## src/hw/rtl/tcpq_pkg.sv

```systemverilog
// Shared types, constants and helpers for the two-class priority queue.
package tcpq_pkg;

    localparam int DEPTH     = 16;
    localparam int DATA_BITS = 32;
    localparam int IDX_W     = (DEPTH > 1) ? $clog2(DEPTH) : 1;
    localparam int CNT_W     = $clog2(DEPTH + 1);
    localparam int CMP_W     = CNT_W + 4;

    localparam logic [1:0] FN_ENQ  = 2'd0;
    localparam logic [1:0] FN_DEQ  = 2'd1;
    localparam logic [1:0] FN_READ = 2'd2;

    localparam logic [1:0] ST_OK    = 2'd0;
    localparam logic [1:0] ST_EMPTY = 2'd1;
    localparam logic [1:0] ST_FULL  = 2'd2;

    typedef struct packed {
        logic [DATA_BITS-1:0] data;
        logic                 pri;
    } entry_t;

    typedef enum logic [1:0] {
        SH_HOLD   = 2'd0,
        SH_INSERT = 2'd1,
        SH_POP    = 2'd2
    } shift_op_t;

    typedef struct packed {
        shift_op_t        op;
        logic [IDX_W-1:0] pos;
    } shift_ctl_t;

    function automatic logic [DATA_BITS-1:0] port_to_data(input logic [31:0] p);
        logic [63:0] w;
        w = 64'(p);
        return w[DATA_BITS-1:0];
    endfunction

    function automatic logic [31:0] data_to_port(input logic [DATA_BITS-1:0] d);
        logic [63:0] w;
        w = 64'(d);
        return w[31:0];
    endfunction

endpackage

```

## src/hw/rtl/tcpq_cell.sv

```systemverilog
// One queue slot: holds, takes the new entry, or shifts from a neighbor.
module tcpq_cell (
    input  logic                      aclk,
    input  logic [tcpq_pkg::IDX_W-1:0] cell_idx,
    input  tcpq_pkg::shift_ctl_t      ctl,
    input  tcpq_pkg::entry_t          new_entry,
    input  tcpq_pkg::entry_t          left_entry,
    input  tcpq_pkg::entry_t          right_entry,
    output tcpq_pkg::entry_t          entry
);
    import tcpq_pkg::*;

    entry_t entry_reg;
    entry_t entry_next;

    always_comb begin
        entry_next = entry_reg;
        case (ctl.op)
            SH_INSERT: begin
                if (cell_idx == ctl.pos) begin
                    entry_next = new_entry;
                end else if (cell_idx > ctl.pos) begin
                    entry_next = left_entry;
                end
            end
            SH_POP: begin
                entry_next = right_entry;
            end
            default: begin
                entry_next = entry_reg;
            end
        endcase
    end

    always_ff @(posedge aclk) begin
        entry_reg <= entry_next;
    end

    assign entry = entry_reg;

endmodule

```

## src/hw/rtl/tcpq_row.sv

```systemverilog
// Chain of queue cells with head tap and indexed read select.
module tcpq_row (
    input  logic                 aclk,
    input  tcpq_pkg::shift_ctl_t ctl,
    input  tcpq_pkg::entry_t     new_entry,
    input  logic [3:0]           rd_index,
    output tcpq_pkg::entry_t     head_entry,
    output tcpq_pkg::entry_t     rd_entry
);
    import tcpq_pkg::*;

    entry_t cells [DEPTH];

    for (genvar k = 0; k < DEPTH; k++) begin : g_cell
        entry_t left_e;
        entry_t right_e;
        if (k == 0) begin : g_first
            assign left_e = new_entry;
        end else begin : g_mid_l
            assign left_e = cells[k-1];
        end
        if (k == DEPTH - 1) begin : g_last
            assign right_e = cells[k];
        end else begin : g_mid_r
            assign right_e = cells[k+1];
        end
        tcpq_cell u_cell (
            .aclk        (aclk),
            .cell_idx    (IDX_W'(k)),
            .ctl         (ctl),
            .new_entry   (new_entry),
            .left_entry  (left_e),
            .right_entry (right_e),
            .entry       (cells[k])
        );
    end

    assign head_entry = cells[0];

    always_comb begin
        rd_entry = '0;
        for (int k = 0; k < DEPTH; k++) begin
            if (CMP_W'(k) == CMP_W'(rd_index)) begin
                rd_entry = rd_entry | cells[k];
            end
        end
    end

endmodule

```

## src/hw/rtl/two_class_priority_queue_top.sv

```systemverilog
// Top level of the two-class priority queue: counters, cell chain, result register.
//
//  channel | direction | handshake          | payload
//  s_      | in        | s_valid / s_ready  | s_func s_is_priority s_payload s_index
//  m_      | out       | m_valid / m_ready  | m_status m_entry_data m_entry_priority
//          |           |                    | m_occupancy
//
// Every operation completes in the cycle of its transfer; the result is registered.
// Throughput is one item per cycle unless stalled: each op is a single shift of the
// cell chain or a select over it. s_ready drops only while a result waits with
// m_ready low. Reset clears the counts and the result valid; slots are not cleared.
module two_class_priority_queue_top (
    input  logic        aclk,
    input  logic        aresetn,
    input  logic        s_valid,
    output logic        s_ready,
    input  logic [1:0]  s_func,
    input  logic        s_is_priority,
    input  logic [31:0] s_payload,
    input  logic [3:0]  s_index,
    output logic        m_valid,
    input  logic        m_ready,
    output logic [1:0]  m_status,
    output logic [31:0] m_entry_data,
    output logic        m_entry_priority,
    output logic [4:0]  m_occupancy
);
    import tcpq_pkg::*;

    logic [CNT_W-1:0] held_reg, held_next;
    logic [CNT_W-1:0] prio_reg, prio_next;
    logic             m_valid_reg, m_valid_next;
    logic [1:0]       status_reg, status_next;
    logic [31:0]      data_reg, data_next;
    logic             pri_reg, pri_next;
    logic [4:0]       occ_reg, occ_next;

    shift_ctl_t ctl;
    entry_t     new_entry;
    entry_t     head_entry;
    entry_t     rd_entry;
    logic       xfer_in;

    assign s_ready = !m_valid_reg || m_ready;
    assign xfer_in = s_valid && s_ready;

    assign new_entry.data = port_to_data(s_payload);
    assign new_entry.pri  = s_is_priority;

    tcpq_row u_row (
        .aclk       (aclk),
        .ctl        (ctl),
        .new_entry  (new_entry),
        .rd_index   (s_index),
        .head_entry (head_entry),
        .rd_entry   (rd_entry)
    );

    always_comb begin
        held_next    = held_reg;
        prio_next    = prio_reg;
        ctl.op       = SH_HOLD;
        ctl.pos      = '0;
        status_next  = status_reg;
        data_next    = data_reg;
        pri_next     = pri_reg;
        m_valid_next = m_valid_reg && !m_ready;
        if (xfer_in) begin
            m_valid_next = 1'b1;
            status_next  = ST_OK;
            data_next    = '0;
            pri_next     = 1'b0;
            case (s_func)
                FN_ENQ: begin
                    if (held_reg == CNT_W'(DEPTH)) begin
                        status_next = ST_FULL;
                    end else begin
                        ctl.op    = SH_INSERT;
                        // priority entries go right behind the last priority entry
                        ctl.pos   = s_is_priority ? IDX_W'(prio_reg) : IDX_W'(held_reg);
                        held_next = held_reg + CNT_W'(1);
                        prio_next = prio_reg + CNT_W'(s_is_priority);
                    end
                end
                FN_DEQ: begin
                    if (held_reg == '0) begin
                        status_next = ST_EMPTY;
                    end else begin
                        ctl.op    = SH_POP;
                        data_next = data_to_port(head_entry.data);
                        pri_next  = head_entry.pri;
                        held_next = held_reg - CNT_W'(1);
                        if (head_entry.pri && prio_reg != '0) begin
                            prio_next = prio_reg - CNT_W'(1);
                        end
                    end
                end
                FN_READ: begin
                    if (CMP_W'(s_index) >= CMP_W'(held_reg)) begin
                        status_next = ST_EMPTY;
                    end else begin
                        data_next = data_to_port(rd_entry.data);
                        pri_next  = rd_entry.pri;
                    end
                end
                default: begin
                    status_next = ST_OK;
                end
            endcase
        end
        occ_next = xfer_in ? 5'(held_next) : occ_reg;
    end

    always_ff @(posedge aclk) begin
        if (!aresetn) begin
            held_reg    <= '0;
            prio_reg    <= '0;
            m_valid_reg <= 1'b0;
        end else begin
            held_reg    <= held_next;
            prio_reg    <= prio_next;
            m_valid_reg <= m_valid_next;
        end
    end

    always_ff @(posedge aclk) begin
        status_reg <= status_next;
        data_reg   <= data_next;
        pri_reg    <= pri_next;
        occ_reg    <= occ_next;
    end

    assign m_valid          = m_valid_reg;
    assign m_status         = status_reg;
    assign m_entry_data     = data_reg;
    assign m_entry_priority = pri_reg;
    assign m_occupancy      = occ_reg;

endmodule

```

## config.mk

```make
export PLATFORM = sky130hd
export DESIGN_NAME = two_class_priority_queue_top
export DESIGN_NICKNAME = d
export VERILOG_FILES = /design/src/hw/rtl/tcpq_pkg.sv /design/src/hw/rtl/tcpq_cell.sv /design/src/hw/rtl/tcpq_row.sv /design/src/hw/rtl/two_class_priority_queue_top.sv
export SDC_FILE = /design/constraint.sdc
export NUM_CORES = 1
export LEC_CHECK = 0
export BUFFER_PORTS_ARGS = -buffer_cell sky130_fd_sc_hd__buf_2
export CAP_MARGIN = 30
export CORE_MARGIN = 2
export CORE_UTILIZATION = 54
export CTS_CLUSTER_SIZE = 30
export DETAILED_ROUTE_END_ITERATION = 10
export PLACE_DENSITY_LB_ADDON = 0.08
export RECOVER_POWER = 50
export SLEW_MARGIN = 0
export SYNTH_ARGS = -nofsm -noshare
export SYNTH_HDL_FRONTEND = slang
export SYNTH_SLANG_ARGS = --single-unit
```

## constraint.sdc

```tcl
create_clock -name aclk -period 7.2 [get_ports aclk]
set_clock_uncertainty 0.15 [all_clocks]
set_input_delay 1.44 -clock aclk [delete_from_list [all_inputs] [get_ports aclk]]
set_output_delay 1.44 -clock aclk [all_outputs]
set_load 0.1 [all_outputs]
```

### Word-level counts from Yosys, hierarchy flattened

Index checks and enable logic that the tools add are counted.

* register bits: 579
* bits in latches: 0
* bits in writable memories: 0
* memory bits (read-only): 0
* input bits: 43
* output and inout port bits: 42
* word-level logic and storage cells: 247
* memories: 0

* add/sub/neg operators: 4
* multiply operators: 0
* div/mod/pow operators: 0
* order comparisons: 17
* eq/ne operators: 53
* shift-type cells: 0
* muxes and demuxes: 88
* bitwise operators: 15
* reduce and logical (&&, ||, !) cells: 31

Operators with widths (number)
* $mux W33: 48
* $pmux W33 S2: 15
* $or A33 B33 Y33: 15
* $eq A4 B4 Y1 const A: 16
* $mux W32: 2
* $pmux W32 S2: 1
* $ne A3 B3 Y1 const B: 15
* $mux W5: 7
* $eq A3 B4 Y1 const A: 8
* $gt A4 B4 Y1 const A: 8
* $reduce_and A2 Y1: 16
* $pmux W5 S2: 2
* $eq A2 B4 Y1 const A: 4
* $gt A3 B4 Y1 const A: 4
* $sub A5 B1 Y5 const B: 2
* $eq A1 B4 Y1 const A: 2
* $gt A1 B4 Y1 const A: 2
* $gt A2 B4 Y1 const A: 2
* $logic_not A4 Y1: 2
* $mux W4: 2
* $mux W6: 1
* $ne A2 B2 Y1 const B: 3
* $pmux W2 S3: 1
* $reduce_bool A2 Y1: 3
* 17 further kinds: 27

### Depth between registers and ports, before layout

Gate-level depths: netlist of the first run.

* word-level depth: 34
* depth in mapped cells: 12
* gate-level depth less buffers: 11

### Hierarchy

Synthesis of the first run repeated with hierarchy kept, for this count alone.

* cell total of the unflattened synthesis: 3559
* area total of the unflattened synthesis: 37156.9 um2

By module, submodules not included
* tcpq_cell (u_row.g_cell[1].u_cell ...): instances 9, cells an instance 159, area an instance 1821.7 um2, sequential area each 991.0 um2
* tcpq_cell (u_row.g_cell[0].u_cell ...): instances 6, cells an instance 159, area an instance 1828.0 um2, sequential area each 991.0 um2
* tcpq_row: instances 1, cells an instance 713, area an instance 4932.2 um2, sequential area each 0.0 um2
* two_class_priority_queue_top: instances 1, cells an instance 302, area an instance 3034.2 um2, sequential area each 1421.4 um2
* tcpq_cell (u_row.g_cell[11].u_cell): instances 1, cells an instance 159, area an instance 1826.8 um2, sequential area each 991.0 um2

### Worst setup path after synthesis of the first run

Ideal clock, no wire load.

* path type: input to register
* start: in m_ready
* end: reg u_row.g_cell[1].u_cell.entry_reg, in the netlist u_row.g_cell[1].u_cell.entry[0], enable pin
* setup time: 0.434 ns
* data arrival time: 6.152 ns
* data required time: 6.616 ns
* setup slack: 0.463 ns
* stages: 7
* path buffers: 1
* path through: nor2b_1 inv_1 nand2_1 inv_1 clkbuf_1 o21ai_0 a21oi_1

* longest elaborated chain between the ends: 6
* elaborated cells between the ends (all ways): 10
* classes of those cells: 1 x order compare; 4 x eq/ne; 1 x mux; 4 x reduce/logical

RTL lines
* start: declaration: line two_class_priority_queue_top.sv:22 `input logic m_ready,`
* $logic_or A1 B1 Y1 *: line two_class_priority_queue_top.sv:44 `assign s_ready = !m_valid_reg || m_ready;`
* named net s_ready: line two_class_priority_queue_top.sv:16 `output logic s_ready,`
* $logic_and A1 B1 Y1 *: line two_class_priority_queue_top.sv:45 `assign xfer_in = s_valid && s_ready;`
* named net xfer_in: line two_class_priority_queue_top.sv:42 `logic xfer_in;`
* $mux W6 *: line two_class_priority_queue_top.sv:68 `if (xfer_in) begin`
* $gt A1 B4 Y1 (tied with other cells): line tcpq_cell.sv:22 `end else if (cell_idx > ctl.pos) begin`
* $ne A3 B3 Y1 (no source line) or $reduce_bool A2 Y1 (tied branches)
* $reduce_and A2 Y1 (no source line) *
* end signal: assignment: line tcpq_cell.sv:36 `entry_reg <= entry_next;`
* end: declaration: line tcpq_cell.sv:13 `entry_t entry_reg;`

The timed path passes the listed nets; every way through them passes the cells marked *.
A chain may end at the register's enable or synchronous reset.

### Worst setup path in the final report of the first run

* start: in s_is_priority
* end: reg u_row.g_cell[11].u_cell.entry_reg, in the netlist u_row.g_cell[11].u_cell.entry[16], enable pin

* longest elaborated chain between the ends: 7
* elaborated cells between the ends (all ways): 8
* classes of those cells: 1 x order compare; 2 x eq/ne; 4 x mux; 1 x reduce/logical

RTL lines
* start: declaration: line two_class_priority_queue_top.sv:18 `input logic s_is_priority,`
* $mux W4 *: line two_class_priority_queue_top.sv:80 `ctl.pos = s_is_priority ? IDX_W'(prio_reg) : IDX_W'(held_reg);`
* $mux W5 *: line two_class_priority_queue_top.sv:75 `if (held_reg == CNT_W'(DEPTH)) begin`
* $mux W4 *: line two_class_priority_queue_top.sv:73 `case (s_func)`
* $mux W6 *: line two_class_priority_queue_top.sv:68
* $gt A4 B4 Y1 or $eq A4 B4 Y1 (tied branches): line tcpq_cell.sv:22, tcpq_cell.sv:20
* $ne A3 B3 Y1 (no source line) *
* $reduce_and A2 Y1 (no source line) *
* end signal: assignment: line tcpq_cell.sv:36
* end: declaration: line tcpq_cell.sv:13

Every way passes the cells marked *; elsewhere a longest branch is shown, timed or not.

==> impl_metrics.csv, run 1 <==
group,metric,value,unit
status,outcome,"finished, violations left",
status,violations,"capacitance limit, slew limit",
floorplanning,rows,91,
floorplanning,dieHeight,252,um
timing,worstMarginPinSlew,2.97,ns
floorplanning,die-area,63700,um^2
global_route,grt_first_pass_wirelength,162000,um
synth,yosysMostFrequentCell,"nand2_1",
power,leakagePower,11.2,nW
detailed_routing,wirelength,109000,um
synth,synthAdderAreaFrac,0.00586,
finish,final_cell_area,35800,um^2
setup_path,endpoint_kind,"register",
place,placed_cells,3787,
power,power_density,223,nW/um^2
synth,syn_avg_cell_area,10.6,um^2
cts,clk_latency,0.61,ns
timing,setup_viol,0,
synth,synth_top_family_by_area,"compound AO/OA/AOI/OAI gates",
setup_path,cp.required,7.27,ns
setup_path,cp-start-kind,"primary input",
timing,relSlewSlack,-0.980,
finish,largest_reg_flops,528,
finish,layout.cells.non_filler,3906,
synth,synth_compound_area_frac,0.152,
synth,synth_area_leaders,"edfxtp_1, mux2i_1, nand2_1",
setup_path,max_stage_delay,1.84,ns
cts,holdBufCountCts,0,
detailed_routing,ant_nets,0,
power,power,7.97,mW
global_route,grt_overflow,0,
floorplanning,initial_core_util,0.543,
synth,synth_xor_area_frac,0,
global_route,antenna_found_initial,3,
cts,root_buffer,"clkbuf_16",
global_route,grt.total_usage,0.338,
floorplanning,die_x,252,um
cts,numCtsBuffers,68,
synth,yosysWarningCount,0,
floorplanning,coreArea,61400,um^2
cts,clockBufferDepth,3,
timing,post-route-period-util,0.842,
synth,yosysTopAreaCellShare,0.512,
timing,fin_tns_setup,0,ns
setup_path,crit_fanout,40,
timing,rsz0062_at_grt,"no",
place,gp_congestion,0.840,
cts,cts_tree,"built",
cts,worst_setup_hold_path_clk_slew,0.05,ns
synth,synthSimpleGateAreaFrac,0.127,
detailed_routing,dr.pass1.iters,6,
detailed_routing,via_count,26211,
synth,synth_commonest_cells,"nand2_1, edfxtp_1, mux2i_1",
flow_run,cap_viol_max_count,18,
finish,area_growth,7.38,%
synth,synthCells,3149,
min_path,hold_path_depth,2,
floorplanning,io_pins,85,
synth,netlist_area,33300,um^2
global_route,grt_pass1_vias,24841,
cts,cts-resized-gates,0,
min_path,hp-class,"reg2reg",
place,hpwl,59600,um
detailed_routing,vias_per_cell,6.71,
finish,layout.nets,3126,
timing,period_needed,6.07,ns
synth,synth_mux_area_frac,0.147,
synth,synth.distinct_cells,62,
setup_path,r2r_cells,8,
synth,synth_edf_count,568,
timing,finalHoldViolations,0,
cts,cts_sinks,579,
synth,synth_fp_nets,3207,
synth,ys.flop_type,"edfxtp_1",
synth,ys_seq_elements,579,
finish,final_core_util,0.583,
cts,htreeDepth,3,
detailed_routing,drc,0,
synth,synth_async_sr_flop_share,0,
setup_path,slowest_stage,"a21oi_1",
setup_path,worstSetupPathType,"in2reg",
detailed_routing,dr.first_iter.drc_count,3559,
timing,finalMaxSlewViolations,498,
setup_path,crit_arrival,6.13,ns
detailed_routing,routedWlPerCell,27.9,um
timing,fmax,165,MHz
cts,cts_setup_buffers,0,
synth,seq_area_frac_synth,0.519,
place,portBuffers,84,
setup_path,worstPathCellList,"clkbuf_1 > o21a_1 > nand2_1 > a21oi_1 > clkbuf_2",
global_route,grt_max_degree,286,
power,vdd_drop_max,0.196,mV
synth,synth_top_area_cell,"edfxtp_1",
place,place_area,34000,um^2
finish,drive_above_1_share,0.0783,
cell families (layout without fill, tap and decap cells):
kind of cell	after synthesis	in the layout
AO/OA/AOI/OAI	795	795
adder cells (fa/ha/maj)	15	15
buffers and inverters	323	289
flip-flops	579	579
multiplexers	485	485
other	0	1
AND/OR/NAND/NOR	952	952
layout by cell type, fill, tap and decap left out, types with 11 or more instances in the layout:
cell       count
a21oi_1       16
a221oi_1     132
a22o_1        65
a22oi_1       66
buf_2         38
buf_4         36
clkbuf_1      72
clkbuf_16     71
clkbuf_2      12
clkinv_1      15
dfxtp_1       11
edfxtp_1     568
ha_1          14
inv_1         20
mux2_2        31
mux2i_1      453
nand2_1      649
nand3_1       86
nand4_1       33
nand4b_1      32
nor2_1        84
nor3_1        15
o211ai_1      16
o21ai_0      253
o21ai_1      208
metal layers:
metal / wire length, um / GRT usage
met5: 0 / 0
met4: 3810 / 0.130
met3: 10600 / 0.0608
met2: 50600 / 0.542
met1: 43900 / 0.460
worst max-delay path: cells and delay by family:
family,cells,cell delay [ns]
AOI/OAI and AO/OA,2,2.31
buffers and inverters,2,2.21
and+or+nand+nor,1,0.14
path summary, 6_finish.rpt:
kind	slack [ns]	from	end
setup / recovery	1.13	s_is_priority	u_row.g_cell[11].u_cell.entry[16]
hold / removal	0.34	prio_reg[4]	prio_reg[4]
setup reg to reg	1.66	held_reg[1]	u_row.g_cell[11].u_cell.entry[16]
hold reg to reg	0.34	prio_reg[4]	prio_reg[4]
layout make-up:
class / instances / area, um^2
Tap cell: 790 / 988
Sequential cell: 579 / 17300
Inverter: 21 / 78.8
Antenna cell: 1 / 2.50
Multi-Input combinational cell: 2247 / 14400
Timing Repair Buffer: 151 / 966
Fill cell: 5184 / 25600
Clock inverter: 26 / 196
Clock buffer: 91 / 1870
stage by stage:
stage | hold slack (ns) | worst slack, ns
6_report | 0.344 | 1.13
5_1_grt | 0.397 | 1.14
4_1_cts | 0.343 | 2.59
3_5_place_dp | 0.328 | 1.97
3_3_place_gp | 0.325 | 2.10
2_1_floorplan | 0.289 | 0.463
power breakdown:
part	internal (mW)	leakage [nW]	switching [mW]	total, mW
clock network	1.92	1.00	1.37	3.30
logic	0.192	4.85	0.560	0.752
registers	3.84	5.32	0.0857	3.93
total	5.95	11.2	2.02	7.97
Note: power is estimated with default switching activity, not from simulation.
==> run 2: changes to the inputs <==
==> constraint.sdc (replaced) <==
create_clock -name aclk -period 5 [get_ports aclk]
set_clock_uncertainty 0.15 [all_clocks]
set_input_delay 1 -clock aclk [delete_from_list [all_inputs] [get_ports aclk]]
set_output_delay 1 -clock aclk [all_outputs]
set_load 0.1 [all_outputs]
==> impl_metrics.csv, run 2 (synthesis gave the netlist of run 1 again) <==
group,metric,value,unit
place,hpwl,61400,um
detailed_routing,vias_per_cell,6.77,
setup_path,cp-start-kind,"register",
setup_path,crit_arrival,4.65,ns
detailed_routing,wirelength,111000,um
setup_path,r2r_cells,8,
cts,cts_tree,"built",
detailed_routing,drc,0,
flow_run,cap_viol_max_count,5,
power,leakagePower,11.3,nW
detailed_routing,dr.pass1.iters,6,
status,outcome,"finished, violations left",
timing,setup_viol,0,
power,vdd_drop_max,0.306,mV
detailed_routing,routedWlPerCell,28.4,um
cts,numCtsBuffers,66,
min_path,hp-class,"reg2reg",
place,gp_congestion,0.885,
floorplanning,initial_core_util,0.543,
timing,finalMaxSlewViolations,119,
finish,final_core_util,0.586,
cts,cts_sinks,579,
power,power,11.4,mW
finish,layout.nets,3145,
setup_path,cp.required,5.16,ns
global_route,grt_pass1_vias,25142,
status,violations,"capacitance limit, slew limit",
setup_path,worstSetupPathType,"reg2reg",
cts,clockBufferDepth,3,
timing,fmax,223,MHz
finish,largest_reg_flops,528,
finish,layout_common_cells,"nand2_1, edfxtp_1, mux2i_1",
timing,relSlewSlack,-0.585,
setup_path,r2r_end,"u_row.g_cell[1].u_cell.entry[18]",
timing,post-route-period-util,0.898,
global_route,grt.total_usage,0.343,
setup_path,endpoint_kind,"register",
floorplanning,rows,91,
min_path,hold_path_depth,2,
timing,worstMarginPinSlew,2.38,ns
cts,cts_setup_buffers,0,
setup_path,r2r_slack,0.51,ns
floorplanning,coreArea,61400,um^2
cts,holdBufCountCts,0,
timing,period_needed,4.49,ns
floorplanning,dieHeight,252,um
cts,clk_latency,0.62,ns
min_path,worstHoldStart,"prio_reg[4]",
cts,root_buffer,"clkbuf_16",
global_route,grt_first_pass_wirelength,163000,um
detailed_routing,ant_nets,0,
cts,worst_setup_hold_path_clk_slew,0.06,ns
timing,fin_tns_setup,0,ns
floorplanning,die_x,252,um
power,power_density,316,nW/um^2
detailed_routing,dr.first_iter.drc_count,3349,
global_route,grt_max_degree,186,
timing,rsz0062_at_grt,"no",
min_path,hold_end,"prio_reg[4]",
floorplanning,die-area,63700,um^2
detailed_routing,via_count,26551,
finish,area_growth,7.94,%
cts,cts-resized-gates,0,
setup_path,reg2reg_from,"held_reg[1]",
timing,finalHoldViolations,0,
global_route,antenna_found_initial,5,
global_route,grt_overflow,0,
finish,fillCellCount,5189,
finish,layout_commonest_cell,"nand2_1",
finish,drive_above_1_share,0.0870,
floorplanning,io_pins,85,
cts,htreeDepth,3,
place,portBuffers,84,
setup_path,crit_fanout,18,
==> run 2: worst max path at each step <==
stage                     start  cells after the start                           endpoint
floorplan               m_ready                      7    u_row.g_cell[8].u_cell.entry[0]
global placement      s_func[1]                      8   u_row.g_cell[7].u_cell.entry[19]
detailed placement    s_func[1]                      8  u_row.g_cell[12].u_cell.entry[21]
CTS                 held_reg[1]                      9   u_row.g_cell[2].u_cell.entry[25]
global route        held_reg[1]                      8   u_row.g_cell[1].u_cell.entry[18]
finish              held_reg[1]                      8   u_row.g_cell[1].u_cell.entry[18]
==> run 2: critical path, cell delays in order (launching register included) <==
cell and delay (ns):
dfxtp_1 0.51, inv_1 0.20, ha_1 0.27, nand4bb_1 0.29
nand4_4 0.43, nor3_4 0.31, clkbuf_1 1.54, mux2i_1 0.37
o21ai_1 0.10
==> run 2: where the power goes <==
group | internal (mW) | leakage, nW | total (mW) | switching (mW)
combinational | 0.285 | 4.99 | 1.10 | 0.819
clock | 2.60 | 0.961 | 4.61 | 2.01
sequential | 5.53 | 5.32 | 5.65 | 0.122
total | 8.42 | 11.3 | 11.4 | 2.95
==> run 2: routing by layer <==
metal / vias up / share of wire / track usage / wire (um)
met3: 298 / 0.10 / 0.0631 / 11600
met2: 1618 / 0.46 / 0.545 / 50900
met5: - / 0.00037 / 0 / 41
met1: 12943 / 0.40 / 0.462 / 44000
met4: 6 / 0.042 / 0.149 / 4690
li1: 11686 / - / - / -
==> run 2: final cells by class <==
class | count | area (um^2) | area share
diodes | 3 | 7.51 | 0.000209
inverters | 21 | 78.8 | 0.00219
multi-input cells | 2247 | 14500 | 0.403
well taps | 790 | 988 | 0.0275
flip-flops and latches | 579 | 17300 | 0.481
repair buffers | 172 | 1160 | 0.0322
clock buffers | 88 | 1780 | 0.0494
clock inverters | 21 | 183 | 0.00508
==> run 2: stage by stage <==
step / std cells / hold WS, ns / worst slack (ns) / instance area, um^2
finish: 3921 / 0.336 / 0.512 / 36000
detailed placement: 3809 / 0.321 / 0.777 / 34200
global route: 3918 / 0.362 / 0.462 / 35900
floorplan: 3149 / 0.289 / 0.156 / 33300
global placement: 3809 / 0.306 / 0.895 / 34200
CTS: 3918 / 0.331 / 1.13 / 36100
